**config.mk**
```make
export PLATFORM = sky130hd
export DESIGN_NAME = hhq_udiv
export DESIGN_NICKNAME = d
export VERILOG_FILES = /design/src/sv/hhq_udiv.sv
export SDC_FILE = /design/constraint.sdc
export NUM_CORES = 2
export LEC_CHECK = 0
export ABC_AREA = 0
export BUFFER_PORTS_ARGS = -buffer_cell sky130_fd_sc_hd__buf_2
export CORE_MARGIN = 4
export CORE_UTILIZATION = 45
export CTS_CLUSTER_SIZE = 16
export DETAILED_ROUTE_END_ITERATION = 7
export SYNTH_ARGS = -nofsm -noshare
export SYNTH_HDL_FRONTEND = slang
export SYNTH_SLANG_ARGS = --single-unit
```
**constraint.sdc**
```tcl
create_clock -name clk_i -period 3.59 [get_ports clk_i]
set_clock_uncertainty 0.05 [all_clocks]
set_input_delay 0.1795 -clock clk_i [delete_from_list [all_inputs] [get_ports clk_i]]
set_output_delay 0.1795 -clock clk_i [all_outputs]
set_load 0.005 [all_outputs]
```
**src/sv/hhq_udiv.sv**
```systemverilog
// Pipelined unsigned restoring divider, one quotient bit per stage.
`default_nettype none

module hhq_udiv #(
  parameter int unsigned Q_W   = 24,
  parameter int unsigned D_W   = 16,
  parameter int unsigned TAG_W = 1
) (
  input  logic               clk_i,
  input  logic               rst_ni,
  input  logic               adv_i,
  input  logic               valid_i,
  input  logic [Q_W+D_W-1:0] num_i,
  input  logic [D_W-1:0]     den_i,
  input  logic [TAG_W-1:0]   tag_i,
  output logic               valid_o,
  output logic [Q_W-1:0]     quot_o,
  output logic [D_W-1:0]     rem_o,
  output logic [TAG_W-1:0]   tag_o
);

  // numerator must satisfy num < den << Q_W
  logic               vld_q [Q_W];
  logic [D_W-1:0]     rem_q [Q_W];
  logic [Q_W-1:0]     low_q [Q_W];
  logic [D_W-1:0]     den_q [Q_W];
  logic [TAG_W-1:0]   tag_q [Q_W];

  for (genvar k = 0; k < Q_W; k++) begin : g_stage
    logic             vld_in;
    logic [D_W-1:0]   rem_in;
    logic [Q_W-1:0]   low_in;
    logic [D_W-1:0]   den_in;
    logic [TAG_W-1:0] tag_in;
    logic [D_W:0]     trial;
    logic             ge;

    if (k == 0) begin : g_first
      assign vld_in = valid_i;
      assign rem_in = num_i[Q_W+D_W-1:Q_W];
      assign low_in = num_i[Q_W-1:0];
      assign den_in = den_i;
      assign tag_in = tag_i;
    end else begin : g_next
      assign vld_in = vld_q[k-1];
      assign rem_in = rem_q[k-1];
      assign low_in = low_q[k-1];
      assign den_in = den_q[k-1];
      assign tag_in = tag_q[k-1];
    end

    assign trial = {rem_in, low_in[Q_W-1]};
    assign ge    = trial >= {1'b0, den_in};

    always_ff @(posedge clk_i or negedge rst_ni) begin
      if (!rst_ni) begin
        vld_q[k] <= 1'b0;
      end else if (adv_i) begin
        vld_q[k] <= vld_in;
      end
    end

    always_ff @(posedge clk_i) begin
      if (adv_i) begin
        rem_q[k] <= ge ? D_W'(trial - {1'b0, den_in}) : D_W'(trial);
        low_q[k] <= {low_in[Q_W-2:0], ge};
        den_q[k] <= den_in;
        tag_q[k] <= tag_in;
      end
    end
  end

  assign valid_o = vld_q[Q_W-1];
  assign quot_o  = low_q[Q_W-1];
  assign rem_o   = rem_q[Q_W-1];
  assign tag_o   = tag_q[Q_W-1];

endmodule

`default_nettype wire

```
# After elaboration in Yosys (flattened, before gate mapping)
# Memories as Yosys holds them, arrays and structs flattened.
# Cells that the tools add are included.
op_classes:
  add_sub_neg: 24
  n_lt_le_gt_ge: 24
  muxes: 26
ops:
  columns: ["operator", "count"]
  rows:
  - ["greater-or-equal comparator 17 x 16 -> 1 bit", 24]
  - ["2-to-1 mux 16 bit", 24]
  - ["subtractor 16 bit", 24]
  - ["2-to-1 mux 1 bit", 2]
totals:
  reg_bits: 24
  mem_bits_rw: 1368
  in_bits: 61
  output_inout_bits: 42
  wordCells: 102
  n_memories: 4
memory_table:
  columns: ["memory", "words", "width", "read_ports", "rd_clocked_by_memory_dff", "wr", "line", "source"]
  rows:
  - ["low_q", 24, 24, 24, 0, 24, "25", "logic [Q_W-1:0] low_q [Q_W];"]
  - ["den_q", 24, 16, 23, 0, 24, "26", "logic [D_W-1:0] den_q [Q_W];"]
  - ["rem_q", 24, 16, 24, 0, 24, "24", "logic [D_W-1:0] rem_q [Q_W];"]
  - ["tag_q", 24, 1, 24, 0, 24, "27", "logic [TAG_W-1:0] tag_q [Q_W];"]

# Logic depth before layout (Yosys ltp)
depth:
  ltp_word: 2
  depth_mapped: 12
  ltp_nobuf: 11

# Worst setup path before layout
# OpenSTA, ideal clock, no wires.
synth_path:
  path_type: "flip-flop to flip-flop"
  startpoint: "memory den_q[5][1] (netlist: den_q[0][81])"
  endpoint: "memory rem_q[6][9] (netlist: rem_q[0][105]) (data pin)"
  setup_time_ps: 260
  t_arrival_ps: 2937
  required_ps: 3280
  setup_slack_ps: 343
  stages_incl_launch_ff: 12
  path_buffers: 1
  synth_period_minus_slack_ps: 3247
  path_cell_list: "edfxtp_1 -> inv_1 -> ha_1 -> nor2b_4 -> o21a_1 -> o21ai_2 -> a21oi_2 -> o31a_4 -> or3_4 -> a2111oi_4 -> buf_6 -> mux2_4"
synth_rtl:
  columns: ["item", "line"]
  rows:
  - ["start: declaration", "26"]
  - ["end: declaration", "24"]

==> report_table.html <==
<table>
<tr><th>Metric</th><th>Value</th></tr>
<tr><th colspan="2">Setup path</th></tr>
<tr><td>Worst setup EP type</td><td>register</td></tr>
<tr><td>Cell-by-cell listing of the critical path</td><td>inv_1, ha_1, nor2b_1, o21a_1, o21ai_0, nand2_1, a31oi_1, buf_4, a31oi_1, a2111oi_4, buf_12, mux2_2</td></tr>
<tr><td>Reg2reg start</td><td>den_q[0][33]</td></tr>
<tr><td>CP peak stage delay</td><td>0.44 ns</td></tr>
<tr><td>Highest net fanout along the worst path</td><td>17</td></tr>
<tr><td>Worst path depth</td><td>12</td></tr>
<tr><td>Slack of the worst reg-to-reg path</td><td>0.12 ns</td></tr>
<tr><td>Gate family responsible for the most delay along the worst path</td><td>compound AO/OA/AOI/OAI gates</td></tr>
<tr><td>Critical Path End</td><td>rem_q[0][56]</td></tr>
<tr><td>Worst setup path startpoint</td><td>den_q[0][33]</td></tr>
<tr><td>Required time of the worst setup path</td><td>4.05 ns</td></tr>
<tr><td>Critical path class</td><td>register to register</td></tr>
<tr><td>CP max-delay cell</td><td>sky130_fd_sc_hd__edfxtp_1</td></tr>
<tr><td>Worst path buffer plus inverter count</td><td>3</td></tr>
<tr><td>Worst reg2reg endpoint</td><td>rem_q[0][56]</td></tr>
<tr><td>Arrival @ worst endpoint</td><td>3.93 ns</td></tr>
<tr><td>Worst Reg-to-Reg Cells</td><td>12</td></tr>
<tr><td>Critical path launch point type</td><td>register</td></tr>
<tr><td>Most numerous cell on the critical path</td><td>sky130_fd_sc_hd__a31oi_1</td></tr>
<tr><th colspan="2">Floorplanning</th></tr>
<tr><td>Floorplan die height</td><td>389.8 um</td></tr>
<tr><td># IOs</td><td>103</td></tr>
<tr><td>Standard-cell row count</td><td>139</td></tr>
<tr><td>Starting density of the core</td><td>45.50%</td></tr>
<tr><td>Area of the die</td><td>152000 um2</td></tr>
<tr><td>Floorplan die width</td><td>389.8 um</td></tr>
<tr><td>Core region area</td><td>144200 um2</td></tr>
<tr><th colspan="2">STA</th></tr>
<tr><td>RSZ-0062 raised after global routing</td><td>false</td></tr>
<tr><td>Hold Vio Cnt, Final</td><td>0</td></tr>
<tr><td>Fin crit period</td><td>3.470 ns</td></tr>
<tr><td>Final number of setup-violating endpoints</td><td>0</td></tr>
<tr><td>Max-slew violations</td><td>0</td></tr>
<tr><td>Measured slew at the worst slew-check pin</td><td>1.024 ns</td></tr>
<tr><td>Post-route clock period utilization</td><td>96.66%</td></tr>
<tr><td>Max Fclk</td><td>288.2 MHz</td></tr>
<tr><td>Worst rel slew slack</td><td>31.51%</td></tr>
<tr><td>Final total negative setup slack</td><td>0 ns</td></tr>
<tr><th colspan="2">Place</th></tr>
<tr><td>Input/output buffers</td><td>102</td></tr>
<tr><td>Sum of net half-perimeters after detailed placement</td><td>88150 um</td></tr>
<tr><td>Global placement routability congestion</td><td>0.8627</td></tr>
<tr><th colspan="2">Synth</th></tr>
<tr><td>Synth Instances</td><td>4901</td></tr>
<tr><td>Synth warnings</td><td>0</td></tr>
<tr><td>Mapped Nets</td><td>5370</td></tr>
<tr><td>Main flop type after synthesis</td><td>sky130_fd_sc_hd__edfxtp_1</td></tr>
<tr><td>Share of synthesized area occupied by flip-flops and latches</td><td>62.80%</td></tr>
<tr><td>Area of the mapped netlist</td><td>65600 um2</td></tr>
<tr><td>Unique masters post-synth</td><td>95</td></tr>
<tr><td>Synth async-reset ratio</td><td>1.744%</td></tr>
<tr><td>Number of synthesized flops with an enable pin</td><td>1352</td></tr>
<tr><td>Register bit total from synthesis</td><td>1376</td></tr>
<tr><td>Top post-synthesis cells by area</td><td>sky130_fd_sc_hd__edfxtp_1 62%, sky130_fd_sc_hd__ha_1 7.3%, sky130_fd_sc_hd__mux2_2 4.2%</td></tr>
<tr><td>Leading area contributor after synthesis</td><td>sky130_fd_sc_hd__edfxtp_1</td></tr>
<tr><td>Mean instance size in the synthesized netlist</td><td>13.39 um2</td></tr>
<tr><td>Area fraction of the dominant cell type after synthesis</td><td>61.89%</td></tr>
<tr><th colspan="2">Clocking</th></tr>
<tr><td>CTS tree</td><td>done</td></tr>
<tr><td>Clock buffer count from CTS</td><td>154</td></tr>
<tr><td>Number of H-tree branching levels</td><td>4</td></tr>
<tr><td>Root Buffer</td><td>sky130_fd_sc_hd__clkbuf_16</td></tr>
<tr><td>CTS Buffer Depth</td><td>3</td></tr>
<tr><td>Later-pin clock latency in the skew report</td><td>0.77 ns</td></tr>
<tr><td>Number of clock sinks</td><td>1376</td></tr>
<tr><td>Number of buffers inserted by post-CTS setup repair</td><td>0</td></tr>
<tr><td>Clock slew seen by the registers of the worst setup and hold paths</td><td>0.06 ns</td></tr>
<tr><th colspan="2">Route</th></tr>
<tr><td>Vias after detailed routing</td><td>38010</td></tr>
<tr><td>Detailed-route wire length per cell</td><td>17.12 um</td></tr>
<tr><td>DRT Wirelength</td><td>123800 um</td></tr>
<tr><td>Via density per instance</td><td>5.256</td></tr>
<tr><td>Remaining number of nets flagged by the antenna check after routing</td><td>0</td></tr>
<tr><td>Initial DRC count</td><td>2294</td></tr>
<tr><td>Remaining design rule violation count</td><td>0</td></tr>
<tr><td>DRT Pass-1 Iters</td><td>5</td></tr>
<tr><th colspan="2">Run</th></tr>
<tr><td>Maximum Capacitance Violations</td><td>0</td></tr>
<tr><th colspan="2">Layout</th></tr>
<tr><td>Layout overhead on the synthesized area</td><td>14.07%</td></tr>
<tr><td>Sequential cell area</td><td>41200 um2</td></tr>
<tr><td>Ratio of cells with drive above 1 in the final layout</td><td>13.27%</td></tr>
<tr><td>N_diodes</td><td>0</td></tr>
<tr><td>Area used by multi-input combinational logic</td><td>22190 um2</td></tr>
<tr><td>Commonest cells after routing, fill and taps aside</td><td>1352 x sky130_fd_sc_hd__edfxtp_1, 508 x sky130_fd_sc_hd__inv_1, 384 x sky130_fd_sc_hd__ha_1, 275 x sky130_fd_sc_hd__a21oi_1, 271 x sky130_fd_sc_hd__nor2_1</td></tr>
<tr><td>Number of nets in the final layout</td><td>5676</td></tr>
<tr><td>Most common cell after layout, fill and taps aside</td><td>sky130_fd_sc_hd__edfxtp_1</td></tr>
<tr><td>Fill cell instance count of the final layout</td><td>12220</td></tr>
<tr><th colspan="2">GRT</th></tr>
<tr><td>Pin count of the biggest net entering global routing</td><td>123</td></tr>
<tr><td>Met1 layer usage reported by global route</td><td>20.64%</td></tr>
<tr><td>Overall overflow remaining after global route</td><td>0</td></tr>
<tr><td>Met2 usage in global routing</td><td>28.32%</td></tr>
<tr><td>Number of antenna violations at the first check in global routing</td><td>0</td></tr>
<tr><td>Global-route wire length before repair</td><td>199400 um</td></tr>
<tr><td>Number of global-route vias before repair</td><td>37830</td></tr>
<tr><td>Overall Global Routing Usage</td><td>16.25%</td></tr>
<tr><td>Most used routing layer in global routing</td><td>met2</td></tr>
<tr><td>Met3 Resource Use GR</td><td>2.651%</td></tr>
<tr><th colspan="2">Pwr</th></tr>
<tr><td>Power after layout</td><td>0.06405 W</td></tr>
<tr><td>Static Leak</td><td>29.34 nW</td></tr>
<tr><td>IR drop worst, VDD</td><td>0.4670 mV</td></tr>
<tr><td>Power density cells</td><td>856.0 nW/um2</td></tr>
<tr><th colspan="2">Min path</th></tr>
<tr><td>Hold Crit Class</td><td>input pin to register</td></tr>
<tr><th colspan="2">Status</th></tr>
<tr><td>Status</td><td>complete, no violations</td></tr>
</table>
Yosys cell counts (28+ instances only):
cell type	count
sky130_fd_sc_hd__clkbuf_1	70
sky130_fd_sc_hd__ha_1	384
sky130_fd_sc_hd__a21boi_0	36
sky130_fd_sc_hd__nor2b_1	81
sky130_fd_sc_hd__nand2b_1	42
sky130_fd_sc_hd__nand3_1	64
sky130_fd_sc_hd__a211oi_1	35
sky130_fd_sc_hd__nand4_1	52
sky130_fd_sc_hd__o31ai_1	28
sky130_fd_sc_hd__nor2_1	271
sky130_fd_sc_hd__o21a_1	60
sky130_fd_sc_hd__mux2i_1	48
sky130_fd_sc_hd__xnor2_1	173
sky130_fd_sc_hd__inv_1	508
sky130_fd_sc_hd__nand2_1	252
sky130_fd_sc_hd__xor2_1	82
sky130_fd_sc_hd__a31oi_1	45
sky130_fd_sc_hd__a21oi_1	275
sky130_fd_sc_hd__mux2_2	244
sky130_fd_sc_hd__edfxtp_1	1352
sky130_fd_sc_hd__o21ai_0	217
sky130_fd_sc_hd__nor3_1	68
sky130_fd_sc_hd__nor4_1	28
sky130_fd_sc_hd__a21o_1	99
where the power goes:
group / switching (W) / internal, W / total, W
clock network: 0.00644 / 0.00944 / 0.0159
registers: 0.00187 / 0.0225 / 0.0243
logic: 0.0125 / 0.0113 / 0.0238
metal layers:
metal | vias up | part of all wire, %
li1 | 18830 | -
met1 | 18240 | 43
met2 | 707 | 50
met3 | 230 | 3.8
met4 | 0 | 3.2
met5 | - | 0
sequential cells by signal (all words and copies together), names as in the netlist:
name,count
rem_q,384
tag_q,24
den_q,368
valid_o,1
g_stage.vld_in,23
low_q,576
worst min path at each step:
stage | startpoint | end | slack [ns] | cells after the start
after detailed placement | rst_ni | valid_o | 0.13 | 1
after CTS | num_i[16] | low_q[0][17] | 0.002 | 2
after global placement | rst_ni | valid_o | 0.13 | 1
after global routing | num_i[3] | low_q[0][4] | 0.03 | 2
after floorplan | rst_ni | g_stage[10].vld_in | -0.17 | 0
final | tag_i | tag_q[0][0] | 0.08 | 2
stage by stage:
stage | cells | cell area (um2) | utilization (%) | hold slack (ns) | worst slack, ns
after floorplan | 4901 | 65600 | - | -0.1661 | 0.3431
after global placement | 6886 | 68940 | 47.82 | 0.1256 | 0.09772
after detailed placement | 6886 | 68940 | 47.82 | 0.1310 | 0.007920
after CTS | 7232 | 74810 | 51.88 | 0.001868 | 0.1685
after global routing | 7232 | 74830 | 51.90 | 0.02782 | 0.0001732
final | 7232 | 74830 | 51.90 | 0.07670 | 0.1200
cell type report:
class / instances / area share, %
sequential: 1376 / 55.06
clock inverter: 86 / 1.460
tap: 1903 / 3.182
clock buffer: 192 / 5.453
inverter: 508 / 2.548
multi-input combinational: 2930 / 29.65
timing repair buffer: 237 / 2.652
repair_timing:
| action | 4_1_cts | 5_1_grt |
|---|---|---|
| endpoints found under the hold margin | 136 | 0 |
| endpoints found under the setup margin | 9 | 53 |
| resized for setup | 1 | 6 |
| hold buffers | 68 | 0 |
cells by family (layout without fill, tap and decap cells):
family,count (synthesis),after routing,share of synthesized area (%)
xor gates and xnor gates,255,255,3.405
and+or+nand+nor,986,986,7.364
AOI/OAI and AO/OA,972,972,9.619
muxes,309,309,5.281
adders and majority gates,408,408,8.056
DFF,1376,1376,62.80
buffers and inverters,595,1023,3.471
Note: power is estimated with default switching activity, not from simulation.
